===== src/rtl/core/pct_pkg.sv =====
// ----------------------------------------------------------------------------
// pct_pkg
// Shared widths, register indexes and types for the planar checker texture.
// ----------------------------------------------------------------------------
package pct_pkg;

    // Coordinate format
    localparam int COORD_WIDTH = 32;
    localparam int FRAC_BITS   = 16;

    // Derived widths
    localparam int NORM_W  = FRAC_BITS + 2;           // normal components
    localparam int SCALE_W = COORD_WIDTH - 1;         // checker scale
    localparam int REL_W   = COORD_WIDTH + 1;         // hit minus origin
    localparam int PROD_W  = REL_W + NORM_W;          // rel * normal, exact
    localparam int U_W     = 2 * FRAC_BITS + 1;       // low bits of u * scale kept
    localparam int V_W     = 3 * FRAC_BITS + 1;       // low bits of v dot and v * scale
    localparam int LO_W    = V_W / 2;                 // v dot split for the scale multiply
    localparam int HI_W    = V_W - LO_W;
    localparam int CFG_DATA_W = (COORD_WIDTH > NORM_W) ? COORD_WIDTH : NORM_W;
    localparam int CFG_IDX_W  = 3;
    localparam int COLOR_W    = 8;

    localparam logic [COLOR_W-1:0] COLOR_WHITE = 8'd255;
    localparam logic [COLOR_W-1:0] COLOR_BLACK = 8'd0;

    // Configuration register indexes
    typedef enum logic [CFG_IDX_W-1:0] {
        REG_NORMAL_X = 3'd0,
        REG_NORMAL_Y = 3'd1,
        REG_NORMAL_Z = 3'd2,
        REG_ORIGIN_X = 3'd3,
        REG_ORIGIN_Y = 3'd4,
        REG_ORIGIN_Z = 3'd5,
        REG_SCALE    = 3'd6
    } pct_reg_t;

    // Plane set-up as seen by the pipeline
    typedef struct packed {
        logic signed [NORM_W-1:0]      normal_x;
        logic signed [NORM_W-1:0]      normal_y;
        logic signed [NORM_W-1:0]      normal_z;
        logic signed [COORD_WIDTH-1:0] origin_x;
        logic signed [COORD_WIDTH-1:0] origin_y;
        logic signed [COORD_WIDTH-1:0] origin_z;
        logic [SCALE_W-1:0]            scale;
        logic                          u_is_y;    // |nx| strictly the largest
    } pct_cfg_t;

    // Magnitude of a normal component; the most negative code maps correctly
    function automatic logic [NORM_W-1:0] norm_mag(input logic [NORM_W-1:0] n);
        norm_mag = n[NORM_W-1] ? (~n + 1'b1) : n;
    endfunction

endpackage


===== src/rtl/core/pct_parity.sv =====
// ----------------------------------------------------------------------------
// pct_parity
// Stages 3 to 5: scale both cell coordinates, take the floor parities and
// form the output colour. Only low bits matter, so all arithmetic wraps.
// ----------------------------------------------------------------------------
module pct_parity
    import pct_pkg::*;
(
    input  logic               clk,
    input  logic               rst_n,
    input  logic               adv,
    input  logic [SCALE_W-1:0] scale,
    input  logic               s2_valid,
    input  logic [U_W-1:0]     s2_u,
    input  logic [V_W-1:0]     s2_p1,
    input  logic [V_W-1:0]     s2_p2,
    output logic               out_valid,
    output logic [COLOR_W-1:0] color
);

    logic [U_W-1:0]             u_prod;
    logic                       s3_valid_reg;
    logic                       s3_pu_reg;
    logic [V_W-1:0]             vdot_reg;

    logic [LO_W+SCALE_W-1:0]    vlo_full;
    logic [HI_W+SCALE_W-1:0]    vhi_full;
    logic                       s4_valid_reg;
    logic                       s4_pu_reg;
    logic [V_W-1:0]             vlo_reg;
    logic [HI_W-1:0]            vhi_reg;

    logic [V_W-1:0]             v_prod;
    logic                       out_valid_reg;
    logic [COLOR_W-1:0]         color_reg;

    // Stage 3: v dot product and u times scale (u parity bit only)
    assign u_prod = s2_u * U_W'(scale);

    always_ff @(posedge clk or negedge rst_n)
    begin
        if (!rst_n)
            s3_valid_reg <= 1'b0;
        else if (adv)
            s3_valid_reg <= s2_valid;
    end

    always_ff @(posedge clk)
    begin
        if (adv)
        begin
            s3_pu_reg <= u_prod[U_W-1];
            vdot_reg  <= s2_p1 - s2_p2;
        end
    end

    // Stage 4: v times scale as two partial products
    assign vlo_full = vdot_reg[LO_W-1:0] * scale;
    assign vhi_full = vdot_reg[V_W-1:LO_W] * scale;

    always_ff @(posedge clk or negedge rst_n)
    begin
        if (!rst_n)
            s4_valid_reg <= 1'b0;
        else if (adv)
            s4_valid_reg <= s3_valid_reg;
    end

    always_ff @(posedge clk)
    begin
        if (adv)
        begin
            s4_pu_reg <= s3_pu_reg;
            vlo_reg   <= V_W'(vlo_full);
            vhi_reg   <= vhi_full[HI_W-1:0];
        end
    end

    // Stage 5: combine partials, parity of floor(u)+floor(v) picks the colour
    assign v_prod = vlo_reg + {vhi_reg, {LO_W{1'b0}}};

    always_ff @(posedge clk or negedge rst_n)
    begin
        if (!rst_n)
            out_valid_reg <= 1'b0;
        else if (adv)
            out_valid_reg <= s4_valid_reg;
    end

    always_ff @(posedge clk)
    begin
        if (adv)
            color_reg <= (s4_pu_reg ^ v_prod[V_W-1]) ? COLOR_WHITE : COLOR_BLACK;
    end

    assign out_valid = out_valid_reg;
    assign color     = color_reg;

endmodule


===== config.mk =====
export PLATFORM = sky130hd
export DESIGN_NAME = pct_parity
export DESIGN_NICKNAME = d
export VERILOG_FILES = /design/src/rtl/core/pct_pkg.sv /design/src/rtl/core/pct_parity.sv
export SDC_FILE = /design/constraint.sdc
export NUM_CORES = 2
export LEC_CHECK = 0
export BUFFER_PORTS_ARGS = -buffer_cell sky130_fd_sc_hd__buf_4
export CAP_MARGIN = 40
export CORE_MARGIN = 5
export CORE_UTILIZATION = 40
export CTS_CLUSTER_DIAMETER = 30
export DETAILED_ROUTE_END_ITERATION = 6
export SETUP_SLACK_MARGIN = 0.02
export SLEW_MARGIN = 20
export SYNTH_ARGS = -nofsm -noshare
export SYNTH_HDL_FRONTEND = slang
export SYNTH_SLANG_ARGS = --single-unit

===== constraint.sdc =====
create_clock -name clk -period 11.6 [get_ports clk]
set_clock_uncertainty 0.2 [all_clocks]
set_input_delay 0.58 -clock clk [delete_from_list [all_inputs] [get_ports clk]]
set_output_delay 0.58 -clock clk [all_outputs]
set_load 0.01 [all_outputs]

# == After elaboration in Yosys (flattened, before gate mapping) ==
# Index checks and enable logic that the tools add are counted.
# totals
mem_count,0
mem_bits_ro,0
latch_bits,0
wordCells,16
mem_bits_rw,0
ff_bits,136
# op_classes
shifts,0
eq_ne,0
order_cmp,0
n_mux,1
reduce_logical,0
addsub,2
div_mod_pow,0
n_mul,3
n_bitwise,1
# op_table
operator,count
$add A49 B49 Y49,1
$mul A24 B31 Y49,1
$sub A49 B49 Y49,1
$mul A33 B31 Y33,1
$mul A25 B31 Y25,1
$mux W8,1
$xor A1 B1 Y1,1

# == Depth between registers and ports, before layout ==
# logic_depth
word_depth,3
depth_mapped,29

# == Worst setup path before layout ==
# No wires, ideal clock.
# synth_timing
path_kind,input to register
start,input port scale[22]
end,"register vlo_reg[48], data pin"
path_buffers,2
required_time_ns,11.138
path_stages,26
slack_ns,4.200
t_arrival_ns,6.939
cell_sequence,clkbuf_1 clkbuf_1 nand2_1 fa_1 inv_1 fa_1 inv_1 fa_1 fa_1 inv_1 fa_1 fa_1 inv_1 fa_1 inv_1 ha_1 nand4_1 nor2_1 nand3_1 o31ai_1 a221o_1 nor4_1 or3_1 a31oi_1 a211oi_1 xnor2_1
# synth_between
elab_chain_cells,1
# synth_lines
element,line,rtl
start: declaration,pct_parity.sv:12,"input logic [SCALE_W-1:0] scale,"
$mul A24 B31 Y49,pct_parity.sv:58,assign vlo_full = vdot_reg[LO_W-1:0] * scale;
named net vlo_full[48],pct_parity.sv:26,logic [LO_W+SCALE_W-1:0] vlo_full;
end signal: assignment,pct_parity.sv:74,vlo_reg <= V_W'(vlo_full);
end: declaration,pct_parity.sv:30,logic [V_W-1:0] vlo_reg;
# The timed path passes the listed nets, and every way through them passes these cells.
# A chain may end at the register's enable or synchronous reset.

# == Worst setup path in the final report ==
# layout_timing
start,register vdot_reg[11]
end,"register vlo_reg[48], data pin"
# layout_between
elab_chain_cells,1
# layout_lines
element,line,rtl
start: declaration,pct_parity.sv:24,logic [V_W-1:0] vdot_reg;
start signal: assignment,pct_parity.sv:53,vdot_reg <= s2_p1 - s2_p2;
$mul A24 B31 Y49,pct_parity.sv:58,
named net vlo_full[48],pct_parity.sv:26,
# The timed path passes the listed nets, and every way through them passes these cells.

==> flow_metrics.env <==
export IMPL_status="completed"
export IMPL_fmaxAchievable_mhz=117
export IMPL_synth_xor_area_frac=0.0347
export IMPL_synthDistinctLibCells=60
export IMPL_relSlewSlack=0.412
export IMPL_hpwl_um=116000
export IMPL_synth_simple_area_share=0.162
export IMPL_use_met3=0.0340
export IMPL_postRouteAntennaNets=0
export IMPL_synth_compound_area_frac=0.0380
export IMPL_globalplace_congestion=0.866
export IMPL_cap_violations=0
export IMPL_worstHoldStart="s2_valid"
export IMPL_overflow=0
export IMPL_antenna_found_initial=11
export IMPL_synth_adder_area_share=0.580
export IMPL_cp_startpoint="vdot_reg[11]$_DFFE_PP_"
export IMPL_initial_core_util=0.403
export IMPL_ios=175
export IMPL_end_kind="flop"
export IMPL_yosys_warnings=0
export IMPL_htreeDepth=3
export IMPL_syn_num_nets=7853
export IMPL_cts_sinks=105
export IMPL_wl_um=151000
export IMPL_ys_flop_type="edfxtp_1"
export IMPL_die_w_um=377
export IMPL_final_cells=7659
export IMPL_worstMarginPinSlew_ps=882
export IMPL_num_vias=38900
export IMPL_first_pass_iters=6
export IMPL_most_common_layout_cells="inv_1, fa_1, nand2_1, and2_1, ha_1"
export IMPL_crit_required_ps=11540
export IMPL_nets=7762
export IMPL_finalCritPeriodShare=0.737
export IMPL_synth_top_family_by_area="adder cells"
export IMPL_r2r_slack_ps=3050
export IMPL_drv_slew=0
export IMPL_hold_violations=0
export IMPL_syn_inst=5972
export IMPL_area_growth_pct=5.89
export IMPL_clk_pin_slew_worst_paths_ps=90
export IMPL_critPathMaxFanout=19
export IMPL_syn_cell_area_sq_um=53700
export IMPL_grt_busiest_layer="met2"
export IMPL_final_common_cell="inv_1"
export IMPL_ctsResizeCount=0
export IMPL_drive_gt1_frac=0.0454
export IMPL_drtIter0Drc=2470
export IMPL_die_y_um=377
export IMPL_synth_top_cell_by_area="fa_1"
export IMPL_dpl_cell_count=7635
export IMPL_synth_area_leaders="fa_1, inv_1, ha_1"
export IMPL_layout_min_cycle_time_ps=8550
export IMPL_cts_tree="done"
export IMPL_async_flop_share=0.0286
export IMPL_drc_errors=0
export IMPL_io_buffers=174
export IMPL_grt_use_total=0.220
export IMPL_avgSynthCellArea_sq_um=9.00
export IMPL_clockRootBuffer="clkbuf_16"
export IMPL_met1_usage=0.302
export IMPL_die_area_sq_um=142000
export IMPL_viasPerCell=5.08
export IMPL_grt_first_pass_wirelength_um=244000
export IMPL_synth_edf_count=102
export IMPL_cp_arrival_ps=8490
export IMPL_largest_register_ffs=49
export IMPL_grt_pass1_vias=43300
export IMPL_cts_max_path_buffers=2
export IMPL_hold_class="primary input to flop"
export IMPL_grt_max_degree=55
export IMPL_synthMuxAreaShare=0.000629
export IMPL_rr_startpoint="vdot_reg[11]$_DFFE_PP_"
export IMPL_yosysSeqAreaShare=0.0584
export IMPL_numCtsBuffers=9
export IMPL_core_area_sq_um=133000
export IMPL_rsz0062_at_grt="false"
export IMPL_routedWlPerCell_um=19.8
export IMPL_synth_top_area_frac=0.482
export IMPL_ys_ff_latch=105
export IMPL_critical_path_class="flop to flop"
export IMPL_setup_viol=0
export IMPL_clkLatencyLatePin_ps=400
export IMPL_worst_setup_path_start_kind="flop"
export IMPL_tns_ps=0
export IMPL_use_met2=0.366
export IMPL_rows=134
[final cells by class]
| type | instances | area, sq um |
|---|---|---|
| fillers | 13300 | 76500 |
| multi-input cells | 4066 | 43800 |
| inverters | 1463 | 5490 |
| flip-flops and latches | 105 | 3140 |
| well taps | 1768 | 2210 |
| repair buffers | 236 | 1910 |
| clock buffers | 9 | 225 |
| clock inverters | 7 | 106 |
| diodes | 5 | 12.5 |
[per-layer routing]
metal,wire length (um),part of all wire,vias up
met3,11600,0.076,268
met4,4460,0.029,0
met2,71900,0.47,1514
met5,0,0,-
li1,-,-,17000
met1,63500,0.42,20100
[critical path, stage by stage (launching register included)]
cell and delay (ps):
edfxtp_1 910, buf_4 460, nand2_1 110, fa_1 470, fa_1 540, inv_1 50
fa_1 500, inv_1 60, fa_1 530, inv_1 50, fa_1 490, fa_1 520
inv_1 50, fa_1 480, inv_1 50, ha_1 320, nand2_1 100, nor2_1 160
nand3_1 90, o31ai_1 610, a221o_1 500, nor4_1 110, or3_1 380, a31oi_1 260
a211oi_1 130, xnor2_1 140
[synthesized netlist by cell type (16+ instances only)]
master,instances
nor2_1,45
and2_1,656
inv_1,1463
a31oi_1,16
nand4_1,18
a21oi_1,96
a21o_1,47
clkbuf_1,324
nand2_1,1022
o21a_1,19
nand3_1,18
edfxtp_1,102
xnor2_1,157
xor2_1,56
o21ai_0,45
ha_1,422
fa_1,1293
[cell families after synthesis]
family          count (synthesis)
xor+xnor                      213
simple gates                 1821
fa+ha+maj                    1715
buf+inv                      1801
mux                             3
flops                         105
compound gates                314
[per-stage QoR]
stage / instance area [sq um] / worst slack (ps) / hold WS [ps] / utilization
global placement: 56300 / 2910 / 171 / 0.422
global route: 56900 / 2760 / 219 / 0.426
floorplan: 53700 / 4200 / 84.4 / -
CTS: 56900 / 3060 / 210 / 0.426
detailed placement: 56500 / 2840 / 174 / 0.424
finish: 56900 / 3050 / 229 / 0.426
[timing repair]
action | 4_1_cts | 5_1_grt
endpoints found under the hold margin | 3 | 0
setup buffers | 0 | 0
hold buffers | 1 | 0
[worst paths after layout]
kind | endpoint | depth (start not counted)
setup / recovery | vlo_reg[48]$_DFFE_PP_ | 25
hold / removal | s3_valid_reg$_DFFE_PN0P_ | 2
setup reg to reg | vlo_reg[48]$_DFFE_PP_ | 25
hold reg to reg | s4_valid_reg$_DFFE_PN0P_ | 1
max in group asynchronous | out_valid$_DFFE_PN0P_ | 2
min in group asynchronous | s3_valid_reg$_DFFE_PN0P_ | 2
Power is not shown: default switching activity piles up to over one toggle a cycle in this logic, so the estimate is an artifact.
