$ cat config.mk
export PLATFORM = sky130hd
export DESIGN_NAME = pct_proj
export DESIGN_NICKNAME = d
export VERILOG_FILES = /design/src/rtl/core/pct_pkg.sv /design/src/rtl/core/pct_proj.sv
export SDC_FILE = /design/constraint.sdc
export NUM_CORES = 2
export LEC_CHECK = 0
export ABC_AREA = 1
export BUFFER_PORTS_ARGS = -buffer_cell sky130_fd_sc_hd__clkbuf_2
export CAP_MARGIN = 20
export CELL_PAD_IN_SITES_DETAIL_PLACEMENT = 0
export CELL_PAD_IN_SITES_GLOBAL_PLACEMENT = 2
export CORE_MARGIN = 2
export CORE_UTILIZATION = 35
export CTS_BUF_LIST = sky130_fd_sc_hd__clkbuf_2
export DETAILED_ROUTE_END_ITERATION = 8
export PLACE_DENSITY_LB_ADDON = 0.1
export SKIP_CTS_REPAIR_TIMING = 1
export SLEW_MARGIN = 20
export SYNTH_ARGS = -nofsm -noshare
export SYNTH_HDL_FRONTEND = slang
export SYNTH_SLANG_ARGS = --single-unit
$ cat constraint.sdc
create_clock -name clk -period 13.9 [get_ports clk]
set_input_delay 4.17 -clock clk [delete_from_list [all_inputs] [get_ports clk]]
set_output_delay 4.17 -clock clk [all_outputs]
set_load 0.01 [all_outputs]
$ cat src/rtl/core/pct_pkg.sv
// ----------------------------------------------------------------------------
// pct_pkg
// Shared widths, register indexes and types for the planar checker texture.
// ----------------------------------------------------------------------------
package pct_pkg;

    // Coordinate format
    localparam int COORD_WIDTH = 32;
    localparam int FRAC_BITS   = 16;

    // Derived widths
    localparam int NORM_W  = FRAC_BITS + 2;           // normal components
    localparam int SCALE_W = COORD_WIDTH - 1;         // checker scale
    localparam int REL_W   = COORD_WIDTH + 1;         // hit minus origin
    localparam int PROD_W  = REL_W + NORM_W;          // rel * normal, exact
    localparam int U_W     = 2 * FRAC_BITS + 1;       // low bits of u * scale kept
    localparam int V_W     = 3 * FRAC_BITS + 1;       // low bits of v dot and v * scale
    localparam int LO_W    = V_W / 2;                 // v dot split for the scale multiply
    localparam int HI_W    = V_W - LO_W;
    localparam int CFG_DATA_W = (COORD_WIDTH > NORM_W) ? COORD_WIDTH : NORM_W;
    localparam int CFG_IDX_W  = 3;
    localparam int COLOR_W    = 8;

    localparam logic [COLOR_W-1:0] COLOR_WHITE = 8'd255;
    localparam logic [COLOR_W-1:0] COLOR_BLACK = 8'd0;

    // Configuration register indexes
    typedef enum logic [CFG_IDX_W-1:0] {
        REG_NORMAL_X = 3'd0,
        REG_NORMAL_Y = 3'd1,
        REG_NORMAL_Z = 3'd2,
        REG_ORIGIN_X = 3'd3,
        REG_ORIGIN_Y = 3'd4,
        REG_ORIGIN_Z = 3'd5,
        REG_SCALE    = 3'd6
    } pct_reg_t;

    // Plane set-up as seen by the pipeline
    typedef struct packed {
        logic signed [NORM_W-1:0]      normal_x;
        logic signed [NORM_W-1:0]      normal_y;
        logic signed [NORM_W-1:0]      normal_z;
        logic signed [COORD_WIDTH-1:0] origin_x;
        logic signed [COORD_WIDTH-1:0] origin_y;
        logic signed [COORD_WIDTH-1:0] origin_z;
        logic [SCALE_W-1:0]            scale;
        logic                          u_is_y;    // |nx| strictly the largest
    } pct_cfg_t;

    // Magnitude of a normal component; the most negative code maps correctly
    function automatic logic [NORM_W-1:0] norm_mag(input logic [NORM_W-1:0] n);
        norm_mag = n[NORM_W-1] ? (~n + 1'b1) : n;
    endfunction

endpackage

$ cat src/rtl/core/pct_proj.sv
// ----------------------------------------------------------------------------
// pct_proj
// Stages 1 and 2: relative position, axis operand selection and the two
// normal products that make up the v dot product.
// ----------------------------------------------------------------------------
module pct_proj
    import pct_pkg::*;
(
    input  logic                          clk,
    input  logic                          rst_n,
    input  logic                          adv,
    input  pct_cfg_t                      cfg,
    input  logic                          in_valid,
    input  logic signed [COORD_WIDTH-1:0] hit_x,
    input  logic signed [COORD_WIDTH-1:0] hit_y,
    input  logic signed [COORD_WIDTH-1:0] hit_z,
    output logic                          s2_valid,
    output logic [U_W-1:0]                s2_u,
    output logic [V_W-1:0]                s2_p1,
    output logic [V_W-1:0]                s2_p2
);

    logic signed [REL_W-1:0]  rel_x, rel_y, rel_z;
    logic signed [REL_W-1:0]  a_next, c_next;
    logic signed [NORM_W-1:0] b_next, d_next;
    logic signed [REL_W-1:0]  u_next;

    logic                     s1_valid_reg;
    logic [U_W-1:0]           s1_u_reg;
    logic signed [REL_W-1:0]  a_reg, c_reg;
    logic signed [NORM_W-1:0] b_reg, d_reg;

    logic signed [PROD_W-1:0] p1, p2;
    logic                     s2_valid_reg;
    logic [U_W-1:0]           s2_u_reg;
    logic [V_W-1:0]           p1_reg, p2_reg;

    // Hit minus origin, exact
    assign rel_x = REL_W'(hit_x) - REL_W'(cfg.origin_x);
    assign rel_y = REL_W'(hit_y) - REL_W'(cfg.origin_y);
    assign rel_z = REL_W'(hit_z) - REL_W'(cfg.origin_z);

    // v = a*b - c*d for the chosen axis pair
    always_comb
    begin
        if (cfg.u_is_y)
        begin
            u_next = rel_y;
            a_next = rel_z;
            b_next = cfg.normal_x;
            c_next = rel_x;
            d_next = cfg.normal_z;
        end
        else
        begin
            u_next = rel_x;
            a_next = rel_y;
            b_next = cfg.normal_z;
            c_next = rel_z;
            d_next = cfg.normal_y;
        end
    end

    // Stage 1 registers
    always_ff @(posedge clk or negedge rst_n)
    begin
        if (!rst_n)
            s1_valid_reg <= 1'b0;
        else if (adv)
            s1_valid_reg <= in_valid;
    end

    always_ff @(posedge clk)
    begin
        if (adv)
        begin
            s1_u_reg <= U_W'(u_next);
            a_reg    <= a_next;
            b_reg    <= b_next;
            c_reg    <= c_next;
            d_reg    <= d_next;
        end
    end

    // Stage 2: the two normal products
    assign p1 = a_reg * b_reg;
    assign p2 = c_reg * d_reg;

    always_ff @(posedge clk or negedge rst_n)
    begin
        if (!rst_n)
            s2_valid_reg <= 1'b0;
        else if (adv)
            s2_valid_reg <= s1_valid_reg;
    end

    always_ff @(posedge clk)
    begin
        if (adv)
        begin
            s2_u_reg <= s1_u_reg;
            p1_reg   <= V_W'(p1);
            p2_reg   <= V_W'(p2);
        end
    end

    assign s2_valid = s2_valid_reg;
    assign s2_u     = s2_u_reg;
    assign s2_p1    = p1_reg;
    assign s2_p2    = p2_reg;

endmodule

## Yosys cells after proc, flatten, opt, wreduce, memory -nomap -nowiden

Index checks and enable logic that the tools add are counted.

- Register bits after elaboration: 268
- Input port bits: 282
- Output and inout port bits: 132
- Logic and storage cells: 20

- $add $sub $neg: 3
- Multipliers: 2
- Mux-type cells: 5

Operator list:

| operator | number |
|---|---|
| two-way mux 33 bit | 3 |
| subtractor 32 x 32 -> 33 bit | 3 |
| multiplier 33 x 18 -> 49 bit | 2 |
| two-way mux 18 bit | 2 |

## Longest topological paths before layout

- Word-level depth: 2
- Depth in mapped cells: 30
- Mapped depth without buffers: 28

## Least setup slack after synthesis

Ideal clock, no wire load.

- Path type: input to register
- From: in hit_x[0]
- To: reg c_reg[30], data pin
- Setup time: 253 ps
- Arrival time: 5623 ps
- Data required time: 13647 ps
- Path slack: 8024 ps
- Stages: 15
- Path buffers: 0
- Path through: inv_1 > ha_1 > fa_1 > inv_1 > nand3_1 > nand3_1 > nand2_1 > nand2_1 > nand2_1 > nand2_1 > nand2_1 > nand2_1 > nand2_1 > nand3_1 > nand2_1

- Word-level cells in the longest chain between the ends: 2

RTL lines:

| element | RTL line | RTL |
|---|---|---|
| start: declaration | pct_proj.sv:14 | `input logic signed [COORD_WIDTH-1:0] hit_x,` |
| subtractor 32 x 32 -> 33 bit | pct_proj.sv:39 | `assign rel_x = REL_W'(hit_x) - REL_W'(cfg.origin_x);` |
| two-way mux 33 bit | pct_proj.sv:46 | `if (cfg.u_is_y)` |
| net c_next[30] | pct_proj.sv:24 | `logic signed [REL_W-1:0] a_next, c_next;` |
| end signal: assignment | pct_proj.sv:80 | `c_reg <= c_next;` |
| end: declaration | pct_proj.sv:30 | `logic signed [REL_W-1:0] a_reg, c_reg;` |

The timed path passes the listed nets, and every way through them passes these cells.
A chain may end at the register's enable or synchronous reset.

## Final worst setup path

- From: reg a_reg[32]
- To: reg p1_reg[48] (netlist: s2_p1[48]), data pin

- Word-level cells in the longest chain between the ends: 1

RTL lines:

| element | RTL line | RTL |
|---|---|---|
| start: declaration | pct_proj.sv:30 |  |
| start signal: assignment | pct_proj.sv:78 | `a_reg <= a_next;` |
| multiplier 33 x 18 -> 49 bit | pct_proj.sv:86 | `assign p1 = a_reg * b_reg;` |
| net p1[48] | pct_proj.sv:33 | `logic signed [PROD_W-1:0] p1, p2;` |
| end signal: assignment | pct_proj.sv:102 | `p1_reg <= V_W'(p1);` |
| end: declaration | pct_proj.sv:36 | `logic [V_W-1:0] p1_reg, p2_reg;` |

The timed path passes the listed nets, and every way through them passes these cells.

==> metrics.txt <==
status completed; Post-Syn Area ~0.06 mm²; Initial Util 0.352; Setup CP Type reg2reg; area of the multi-input gates ~0.042 mm²; drt pass-1 iters 6; Reg-to-Reg Start a_reg[32]$_DFFE_PP_; IO Pins just over 400; first-pass GRT wire length around 320000 µm; Main synth FF type edfxtp_1; Crit. End Element flop; reg2reg path depth 22; period utilization 0.500; sequential area share after synthesis 0.133; H-tree levels 3; DR vias/cell ~4.6; Layout area overhead 7.90%; Final Setup Violations 0; share of cells above drive strength 1 0.0734; post-route ant nets 0; Max Slew Vio Count 0; clock sinks ~270; storage element area roughly 0.008 mm²; most common cell after layout, fill and taps aside nand2_1; post-synthesis cell type count 40; crit-path max cell delay around 990 ps; maximum operating frequency between 100 and 150 MHz; fin crit period 6950 ps; reg-to-reg slack, setup roughly 7000 ps; Max Cap Viol 0; IO buf count ~380; Core Area 0.171 mm²; DIE AREA around 0.18 mm²; Final Hold Vio Count 0; TritonCTS Buffers 78; worst path cell trace nand2_1 > inv_1 > fa_1 > fa_1 > ha_1 > inv_1 > fa_1 > inv_1 > fa_1 > inv_1 > fa_1 > inv_1 > ha_1 > nand2_1 > nor2_1 > inv_1 > nor3_2 > nand2_1 > a21oi_1 > nor2_1 > nand2_1 > nand2_1; Synth warnings 0; GRT overflow 0; Slew headroom 0.226; Hold Crit Class reg2reg; routed via count slightly below 50000; Worst Path Required roughly 15000 ps; Rows between 150 and 200; initial detailed-routing violation count just under 3000; Critical Path AT about 8000 ps; Synth Instances 8045; Post-Syn Nets 9776; Final Hold Slack a little under 400 ps; critical path buffer and inverter count 6; Critical Path Slowest Stage Cell edfxtp_1; CP Launch Point a_reg[32]$_DFFE_PP_; final RePlAce weighted congestion about 0.90; # DRC 0; worst clock skew 130 ps; most frequent cells in the layout nand2_1, inv_1, fa_1, clkbuf_2, nor2_1; die width 419 µm; Max Fanout on Critical Path 17; worst setup path end s2_p1[48]$_DFFE_PP_; total track usage 0.246; Least-Margin Pin Slew 1160 ps; delay-heaviest family, CP adder cells; largest net degree at the start of global routing around 100; Syn Area/Cell between 7 and 8 µm²; fraction of registers with async set/reset 0.00746; CTS tree done; clock-pin slew of the registers on the worst-case setup and hold paths approximately 130 ps; final non-filler cell area roughly 0.065 mm²; die height around 420 µm; clk_lat worst skew around 1400 ps; crit start category flop; nets@finish about 10000; dpl cell area roughly 0.064 mm²; fill count 18400; reg2reg end s2_p1[48]$_DFFE_PP_; EDFF count, synth 266; drt wl/cell about 20 µm; clk root buf clkbuf_2; initial antenna violation count 6; final wirelength between 200000 and 250000 µm; Top cell by count, worst path inv_1; Post-DP HPWL about 170000 µm; RSZ-0062 raised after global routing false; Clock Tree Buf Depth 3; vias in the first global route approximately 53000; flops & latches, synth between 200 and 300; CP Depth 22; setup_tns 0 ps
## synthesized netlist by cell type (2+ instances only)
master / count / share of area
nand2_1: 2404 / 0.15
inv_1: 2321 / 0.14
fa_1: 1113 / 0.37
nor2_1: 347 / 0.022
ha_1: 336 / 0.070
nand3_1: 312 / 0.026
edfxtp_1: 266 / 0.13
clkbuf_1: 261 / 0.016
a21oi_1: 183 / 0.015
o21ai_0: 142 / 0.012
xor2_1: 65 / 0.0095
nand4_1: 44 / 0.0046
nand3b_1: 32 / 0.0040
buf_1: 29 / 0.0018
xnor2_1: 28 / 0.0041
o21bai_1: 25 / 0.0031
nand2_2: 20 / 0.0021
nor3_1: 18 / 0.0015
or2_2: 18 / 0.0019
buf_2: 12 / 0.0010
nor3_2: 11 / 0.0018
a21o_1: 10 / 0.0012
and2_1: 9 / 0.00093
nor2_2: 8 / 0.00083
nor4_1: 8 / 0.00083
a21boi_0: 4 / 0.00050
and3_1: 4 / 0.00042
dfrtp_1: 2 / 0.00083
mux2i_1: 2 / 0.00033
## cell families after synthesis
| family | synth area share |
|---|---|
| DFF | 0.133 |
| adders and majority gates | 0.440 |
| xor gates and xnor gates | 0.0135 |
| and+or+nand+nor | 0.217 |
| buffers and inverters | 0.164 |
| AOI/OAI and AO/OA | 0.0324 |
| muxes | 0.000332 |
## area by class of cell
class                   count  area share
multi-input cells        5152       0.651
inverters                2322       0.134
flip-flops and latches    268       0.124
well taps                2310      0.0445
repair buffers            429      0.0350
clock buffers             102     0.00785
clock inverters            34     0.00346
diodes                      4    0.000154
## metal layers
metal	part of all wire	vias up	wire length, µm	global-route usage
li1	-	23500	-	-
met1	0.45	24400	95600	0.331
met2	0.47	1070	99400	0.412
met3	0.039	192	8200	0.0255
met4	0.033	0	7020	0.0822
met5	0	-	0	0
## metrics by stage
| stage | utilization | worst slack, ps | std cells |
|---|---|---|---|
| after CTS | 0.379 | 6880 | 10600 |
| after floorplan | - | 8020 | 8045 |
| after global routing | 0.379 | 6580 | 10600 |
| after global placement | 0.375 | 6980 | 10500 |
| after detailed placement | 0.375 | 6990 | 10500 |
| final | 0.379 | 6950 | 10600 |
## worst min-delay path by stage
stage                     cells past startpoint            endpoint                   start
after global placement                        0  s2_u[14]$_DFFE_PP_  s1_u_reg[14]$_DFFE_PP_
after detailed placement                      0   s2_u[5]$_DFFE_PP_   s1_u_reg[5]$_DFFE_PP_
after global routing                          0  s2_u[24]$_DFFE_PP_  s1_u_reg[24]$_DFFE_PP_
after CTS                                     0  s2_u[24]$_DFFE_PP_  s1_u_reg[24]$_DFFE_PP_
final                                         0  s2_u[23]$_DFFE_PP_  s1_u_reg[23]$_DFFE_PP_
after floorplan                               0   s2_u[0]$_DFFE_PP_   s1_u_reg[0]$_DFFE_PP_
Power is not shown: default switching activity piles up to over one toggle a cycle in this logic, so the estimate is an artifact.
